===== src/sv/bfdh_pkg.sv =====
// Shared constants, types and arithmetic helpers of the Bloom filter unit.
package bfdh_pkg;

   localparam int NUM_BITS_W   = 17;
   localparam int NUM_HASHES_W = 8;
   localparam int HASH_W       = 64;
   localparam int CSR_IDX_W    = 1;
   localparam int MAX_BITS_DEF = 65536;

   localparam logic [NUM_BITS_W-1:0]   NUM_BITS_RESET   = 17'd65536;
   localparam logic [NUM_HASHES_W-1:0] NUM_HASHES_RESET = 8'd7;

   // Register indexes of the configuration port.
   localparam logic [CSR_IDX_W-1:0] REG_NUM_BITS   = 1'd0;
   localparam logic [CSR_IDX_W-1:0] REG_NUM_HASHES = 1'd1;

   // Request kinds.
   localparam logic REQ_INSERT = 1'b0;
   localparam logic REQ_QUERY  = 1'b1;

   // Last step of the shift-subtract remainder (dividend is 65 bits wide).
   localparam logic [6:0] DIV_LAST = 7'd64;

   // Commands from the controller to the datapath.
   typedef struct packed {
      logic clr;
      logic load;
      logic div;
      logic step;
      logic fix;
      logic access;
   } cmd_type;

   // Status from the datapath to the controller.
   typedef struct packed {
      logic clear_done;
      logic div_done;
      logic probes_done;
      logic bit_set;
      logic is_query;
   } sts_type;

   // One step of a restoring remainder: shift in one bit, subtract if needed.
   function automatic logic [NUM_BITS_W-1:0] rem_step(logic [NUM_BITS_W-1:0] r, logic b,
                                                       logic [NUM_BITS_W-1:0] m);
      logic [NUM_BITS_W:0] t;
      t = {r, b};
      if (t >= {1'b0, m}) begin
         t = t - {1'b0, m};
      end
      return t[NUM_BITS_W-1:0];
   endfunction

   // Sum of two residues below m, reduced modulo m.
   function automatic logic [NUM_BITS_W-1:0] add_mod(logic [NUM_BITS_W-1:0] a,
                                                      logic [NUM_BITS_W-1:0] b,
                                                      logic [NUM_BITS_W-1:0] m);
      logic [NUM_BITS_W:0] t;
      t = {1'b0, a} + {1'b0, b};
      if (t >= {1'b0, m}) begin
         t = t - {1'b0, m};
      end
      return t[NUM_BITS_W-1:0];
   endfunction

   // Difference of two residues below m, reduced modulo m.
   function automatic logic [NUM_BITS_W-1:0] sub_mod(logic [NUM_BITS_W-1:0] a,
                                                      logic [NUM_BITS_W-1:0] b,
                                                      logic [NUM_BITS_W-1:0] m);
      logic [NUM_BITS_W:0] t;
      if (a >= b) begin
         t = {1'b0, a} - {1'b0, b};
      end else begin
         t = {1'b0, a} + {1'b0, m} - {1'b0, b};
      end
      return t[NUM_BITS_W-1:0];
   endfunction

endpackage


===== src/sv/bfdh_controller.sv =====
// Controller: sequences clearing, residue computation, probes and the response register.
module bfdh_controller import bfdh_pkg::*; (
   input  logic    clock,
   input  logic    reset,
   input  logic    req_valid,
   output logic    req_ready,
   output logic    rsp_valid,
   input  logic    rsp_ready,
   output logic    rsp_might_contain,
   input  sts_type sts,
   output cmd_type cmd
);
   localparam logic [2:0] S_CLEAR  = 3'd0;
   localparam logic [2:0] S_IDLE   = 3'd1;
   localparam logic [2:0] S_DIV    = 3'd2;
   localparam logic [2:0] S_STEP   = 3'd3;
   localparam logic [2:0] S_FIX    = 3'd4;
   localparam logic [2:0] S_ACCESS = 3'd5;
   localparam logic [2:0] S_CHECK  = 3'd6;
   localparam logic [2:0] S_DONE   = 3'd7;

   logic [2:0] state_ff, state_in;
   logic       hit_ff, hit_in;
   logic       rsp_valid_ff, rsp_data_ff;
   logic       rsp_load;

   assign req_ready = (state_ff == S_IDLE);
   assign rsp_load  = (state_ff == S_DONE) && (!rsp_valid_ff || rsp_ready);

   // Next state and commands.
   always_comb begin
      state_in = state_ff;
      hit_in   = hit_ff;
      cmd      = '0;
      unique case (state_ff)
         S_CLEAR: begin
            cmd.clr = 1'b1;
            if (sts.clear_done) begin
               state_in = S_IDLE;
            end
         end
         S_IDLE: begin
            if (req_valid) begin
               cmd.load = 1'b1;
               hit_in   = 1'b1;
               state_in = S_DIV;
            end
         end
         S_DIV: begin
            cmd.div = 1'b1;
            if (sts.div_done) begin
               if (!sts.probes_done) begin
                  state_in = S_STEP;
               end else begin
                  state_in = sts.is_query ? S_DONE : S_IDLE;
               end
            end
         end
         S_STEP: begin
            cmd.step = 1'b1;
            state_in = S_FIX;
         end
         S_FIX: begin
            cmd.fix  = 1'b1;
            state_in = S_ACCESS;
         end
         S_ACCESS: begin
            cmd.access = 1'b1;
            if (sts.is_query) begin
               state_in = S_CHECK;
            end else begin
               state_in = sts.probes_done ? S_IDLE : S_STEP;
            end
         end
         S_CHECK: begin
            // Stop at the first clear bit.
            if (!sts.bit_set) begin
               hit_in   = 1'b0;
               state_in = S_DONE;
            end else begin
               state_in = sts.probes_done ? S_DONE : S_STEP;
            end
         end
         S_DONE: begin
            if (rsp_load) begin
               state_in = S_IDLE;
            end
         end
         default: state_in = S_CLEAR;
      endcase
   end

   always_ff @(posedge clock) begin
      if (reset) begin
         state_ff <= S_CLEAR;
      end else begin
         state_ff <= state_in;
      end
      hit_ff <= hit_in;
   end

   // Response register.
   always_ff @(posedge clock) begin
      if (reset) begin
         rsp_valid_ff <= 1'b0;
      end else if (rsp_load) begin
         rsp_valid_ff <= 1'b1;
      end else if (rsp_ready) begin
         rsp_valid_ff <= 1'b0;
      end
      if (rsp_load) begin
         rsp_data_ff <= hit_ff;
      end
   end

   assign rsp_valid         = rsp_valid_ff;
   assign rsp_might_contain = rsp_data_ff;

endmodule


===== config.mk =====
export PLATFORM = sky130hd
export DESIGN_NAME = bfdh_controller
export DESIGN_NICKNAME = d
export VERILOG_FILES = /design/src/sv/bfdh_pkg.sv /design/src/sv/bfdh_controller.sv
export SDC_FILE = /design/constraint.sdc
export NUM_CORES = 1
export LEC_CHECK = 0
export BUFFER_PORTS_ARGS = -buffer_cell sky130_fd_sc_hd__buf_2
export CAP_MARGIN = 20
export CORE_AREA = 2 2 39 41
export DETAILED_ROUTE_END_ITERATION = 12
export DIE_AREA = 0 0 41 43
export PLACE_DENSITY = 0.68
export SKIP_CTS_REPAIR_TIMING = 1
export SLEW_MARGIN = 20
export SYNTH_ARGS = -nofsm -noshare
export SYNTH_HDL_FRONTEND = slang
export SYNTH_SLANG_ARGS = --single-unit

===== constraint.sdc =====
create_clock -name clock -period 1.1 [get_ports clock]
set_input_delay 0.11 -clock clock [delete_from_list [all_inputs] [get_ports clock]]
set_output_delay 0.11 -clock clock [all_outputs]
set_load 0.01 [all_outputs]

=== Yosys cells after proc, flatten, opt, wreduce, memory -nomap -nowiden ===
Index checks and enable logic that the tools add are counted.

* Memory bits (read-only): 0
* Bits in registers: 6
* Input bits: 9
* Memories kept: 0
* Bits in writable memories: 0
* Bits in latches: 0

* Reductions and logical operators: 8
* Bitwise logic cells: 0
* Div/mod/pow operators: 0
* Multipliers: 0
* Multiplexer cells: 23
* Eq/ne operators: 12
* $add $sub $neg: 0
* Shift-type cells: 0
* $lt $le $gt $ge: 0

{| class="wikitable"
|+ Operators with widths
! kind !! number
|-
| $mux W3 || 9
|-
| $pmux W3 S8 || 1
|-
| $eq A3 B3 Y1 const B || 4
|-
| $mux W1 || 11
|-
| $ne A2 B2 Y1 const B || 5
|-
| $eq A3 B2 Y1 const B || 2
|-
| $reduce_and A4 Y1 || 1
|-
| $reduce_bool A2 Y1 || 2
|-
| $eq A3 B1 Y1 const B || 1
|-
| $logic_not A3 Y1 || 1
|-
| $reduce_and A3 Y1 || 1
|-
| $mux W2 || 1
|-
| $pmux W1 S2 || 1
|-
| $logic_and A1 B1 Y1 || 1
|-
| $logic_not A1 Y1 || 1
|-
| $logic_or A1 B1 Y1 || 1
|}

=== Logic depth before layout (Yosys ltp) ===
* Word-level depth: 5
* Mapped depth: 5
* Mapped depth without buffers: 4

=== Worst setup path after synthesis ===
OpenSTA, ideal clock, no wires.

* Path kind: flip-flop to flip-flop
* Start point: register state_ff[2]
* End point: register hit_ff, enable pin
* Data arrival time: 1.157 ns
* Buffers on the path: 1
* Clock period less this slack: 1.460 ns
* Cell stages (with the launch flop): 5
* Setup time: 0.304 ns
* Path slack: -0.360 ns
* Cell sequence: dfxtp_1 buf_4 nor3_1 and2_1 o21bai_1

* Cells in the longest elaborated chain, start to end: 3
* Elaborated cells between the ends (all ways): 6
* Classes of those cells: eq/ne: 4; reduce/logical: 2

{| class="wikitable"
|+ Ends and longest elaborated chain
! element !! line !! source
|-
| start: declaration || bfdh_controller.sv:22 || <nowiki>logic [2:0] state_ff, state_in;</nowiki>
|-
| start signal: assignment || bfdh_controller.sv:97 || <nowiki>state_ff <= state_in;</nowiki>
|-
| $eq A3 B1 Y1 (*) || -- ||
|-
| via req_ready || bfdh_controller.sv:6 || <nowiki>output logic req_ready,</nowiki>
|-
| $ne A2 B2 Y1 (no source line) / $reduce_bool A2 Y1 (equally long branches) || -- ||
|-
| $reduce_and A3 Y1 (no source line) (*) || -- ||
|-
| end signal: assignment || bfdh_controller.sv:99 || <nowiki>hit_ff <= hit_in;</nowiki>
|-
| end: declaration || bfdh_controller.sv:23 || <nowiki>logic hit_ff, hit_in;</nowiki>
|}

The timed path passes the listed nets; every way through them passes the cells marked *.
A chain may end at the register's enable or synchronous reset.

==> metrics.md <==
| Metric | Value |
|---|---|
| Outcome | `finished, violations left` |
| Failing checks | `setup timing` |
| Synth Net Count | `55` |
| Worst-Margin Slew | `292.1 ps` |
| Period minus WS final | `1270 ps` |
| PD cells | `891.5 nW/um^2` |
| Vias in the first global route | `378` |
| Residual DRC | `0` |
| Clk pwr share | `32.4%` |
| DP Worst Slack | `-117.9 ps` |
| Synth async-reset ratio | `0%` |
| Cells after DPL | `86` |
| Setup WS post-layout | `-169.8 ps` |
| Number of synthesized register bits | `6` |
| Synth unique cells | `28` |
| Die X | `41 microns` |
| Part of the power in registers | `35.1%` |
| Post-Syn Area | `409.1 sq um` |
| Slew Limit Headroom | `80.49%` |
| Clock tree from TritonCTS | `yes` |
| Final count of negative-setup-slack endpoints | `11` |
| Filler cell count | `117` |
| Pins Over Slew Limit | `0` |
| Post-Place Cell Area | `576.8 sq um` |
| Setup Skew | `6.678 ps` |
| Ant diodes | `0` |
| CP max FO | `4` |
| Post-route ant nets | `0` |
| Syn-to-layout area delta | `92.05%` |
| Die Y | `43 microns` |
| Fmax | `0.7875 GHz` |
| WL/cell | `13.20 microns` |
| Via density | `5.112` |
| Routed WL | `1294 microns` |
| Nets | `92` |
| Switch Pwr | `0.2010 mW` |
| Initial Util | `29.57%` |
| P_leak | `0.3514 nW` |
| Type of element launching the critical path | `register` |
| First-pass GRT wire length | `1531 microns` |
| Synth Warn # | `0` |
| Initial antenna violation count | `0` |
| Worst hold path type | `input pin to register` |
| Final GP Congestion | `0.7297` |
| Synth Flop Type | `dfxtp_1` |
| CTS buffer count | `3` |
| Finished Layout Cells | `98` |
| Iter 0 DRT Violations | `6` |
| Grt ovf | `0` |
| Final core occ | `56.78%` |
| Critical path class | `register to output port` |
| DRT Pass-1 Iters | `4` |
| Row count | `14` |
| Core Region | `1384 sq um` |
| Peak VDD IR | `0.0003220 V` |
| Gate power share | `32.4%` |
| CTS H-tree depth | `1` |
| Unrepaired setup endpoints after global routing | `true` |
| Share of cells above drive strength 1 | `67.07%` |
| Pin count of the biggest net entering global routing | `12` |
| Post-Syn Instances | `46` |
| Bufs on Longest Clock Path | `2` |
| Final Hold Fails | `0` |
| CP Data Arrival Time | `1160 ps` |
| TNS Setup | `-1049 ps` |
| Number of enable flip-flop cells after synthesis | `2` |
| Setup crit end kind | `output port` |
| PortBufs | `17` |
| Die ar. | `1763 sq um` |
| Int Power | `0.4995 mW` |
| Clock Sinks | `6` |
| Hpwl dp | `755.1 microns` |
| Avg Inst Size Synth | `8.894 sq um` |
| I/O pin count | `18` |
| Switching Share | `28.69%` |
| Vias | `501` |
| Root buf cell | `clkbuf_4` |
| Final Cycle Share | `115.4%` |
| Gr usage total | `13.57%` |
| Fin area | `785.8 sq um` |
| WP data required | `990 ps` |
| Worst skew pair latency | `250 ps` |
| Reg clk slew, reported paths | `50 ps` |
| Sequential fraction of the synthesis area | `34.25%` |
| Max Cap Violations | `0` |
[layer usage]
metal	up-vias	wire length [microns]	global-route usage [%]
met4	0	33	14.00
met2	14	647	19.69
li1	245	-	-
met1	238	560	14.52
met3	4	53	3.141
met5	-	0	0
[flip-flops by register name, indices dropped and copies added, names as in the netlist]
name,flops
rsp_might_contain,1
state_ff,3
rsp_valid,1
hit_ff,1
[cell type report]
cell class	instances	area, sq um	area share (%)
Inverter	3	13.76	1.752
Sequential cell	6	151.4	19.27
Timing Repair Buffer	35	267.8	34.08
Clock buffer	4	26.28	3.344
Multi-Input combinational cell	34	306.5	39.01
Tap cell	16	20.02	2.548
[cell usage in the layout, fill, tap and decap left out, types with 2 or more instances in the layout]
cell type / count
o21ai_0: 3
nand3_1: 2
nor2_1: 2
nand2_1: 2
nor2b_4: 2
edfxtp_1: 2
buf_4: 11
buf_6: 8
clkbuf_4: 3
dfxtp_4: 3
nor2b_1: 2
buf_2: 15
nor3_2: 2
[cells in the mapped netlist (2+ instances only)]
| library cell | instances | area (sq um) |
|---|---|---|
| nand2_1 | 2 | 7.510 |
| nand3_1 | 3 | 15.01 |
| nor3_1 | 4 | 20.02 |
| edfxtp_1 | 2 | 60.06 |
| o21ai_0 | 3 | 15.01 |
| inv_1 | 2 | 7.510 |
| and3_1 | 2 | 12.51 |
| nor2_1 | 2 | 7.510 |
| dfxtp_1 | 4 | 80.08 |
| buf_6 | 2 | 22.52 |
| nor2b_1 | 3 | 18.77 |
[path summary, 6_finish.rpt]
| path | start | end | slack (ps) | cells after the start |
|---|---|---|---|---|
| worst min-delay path | reset | state_ff[2]$_SDFFE_PP0P_ | 80 | 2 |
| worst max-delay path | state_ff[0]$_SDFFE_PP0P_ | cmd[3] | -170 | 5 |
| worst min register to register | hit_ff$_DFFE_PP_ | rsp_might_contain$_DFFE_PP_ | 420 | 0 |
| worst max register to register | state_ff[0]$_SDFFE_PP0P_ | state_ff[2]$_SDFFE_PP0P_ | -120 | 6 |
[logic make-up after synthesis]
group	share of synthesized area [%]
AO/OA/AOI/OAI	26.91
buffers and inverters	10.09
flip-flops	34.25
multiplexers	2.447
AND/OR/NAND/NOR	26.30
[power groups by stage]
stage | Sequential (mW) | Combinational (mW) | Clock [mW]
after global placement | 0.257 | 0.152 | 0
after detailed placement | 0.257 | 0.153 | 0
final | 0.246 | 0.227 | 0.227
after floorplan | 0.250 | 0.0934 | 0
after CTS | 0.253 | 0.154 | 0.224
after global routing | 0.247 | 0.243 | 0.249
[through the flow]
stage                     hold WS [ps]  power [mW]
after CTS                        84.69      0.6316
final                            84.46      0.7005
after floorplan                  174.7      0.3435
after global placement           333.9      0.4095
after global routing             79.32      0.7383
after detailed placement         338.5      0.4101
[critical path, stage by stage (launching register included)]
cell	delay (ps)
dfxtp_4	370
inv_4	40
buf_6	120
buf_6	110
and3_4	170
buf_6	110
Power figures use the tool's default switching activity.
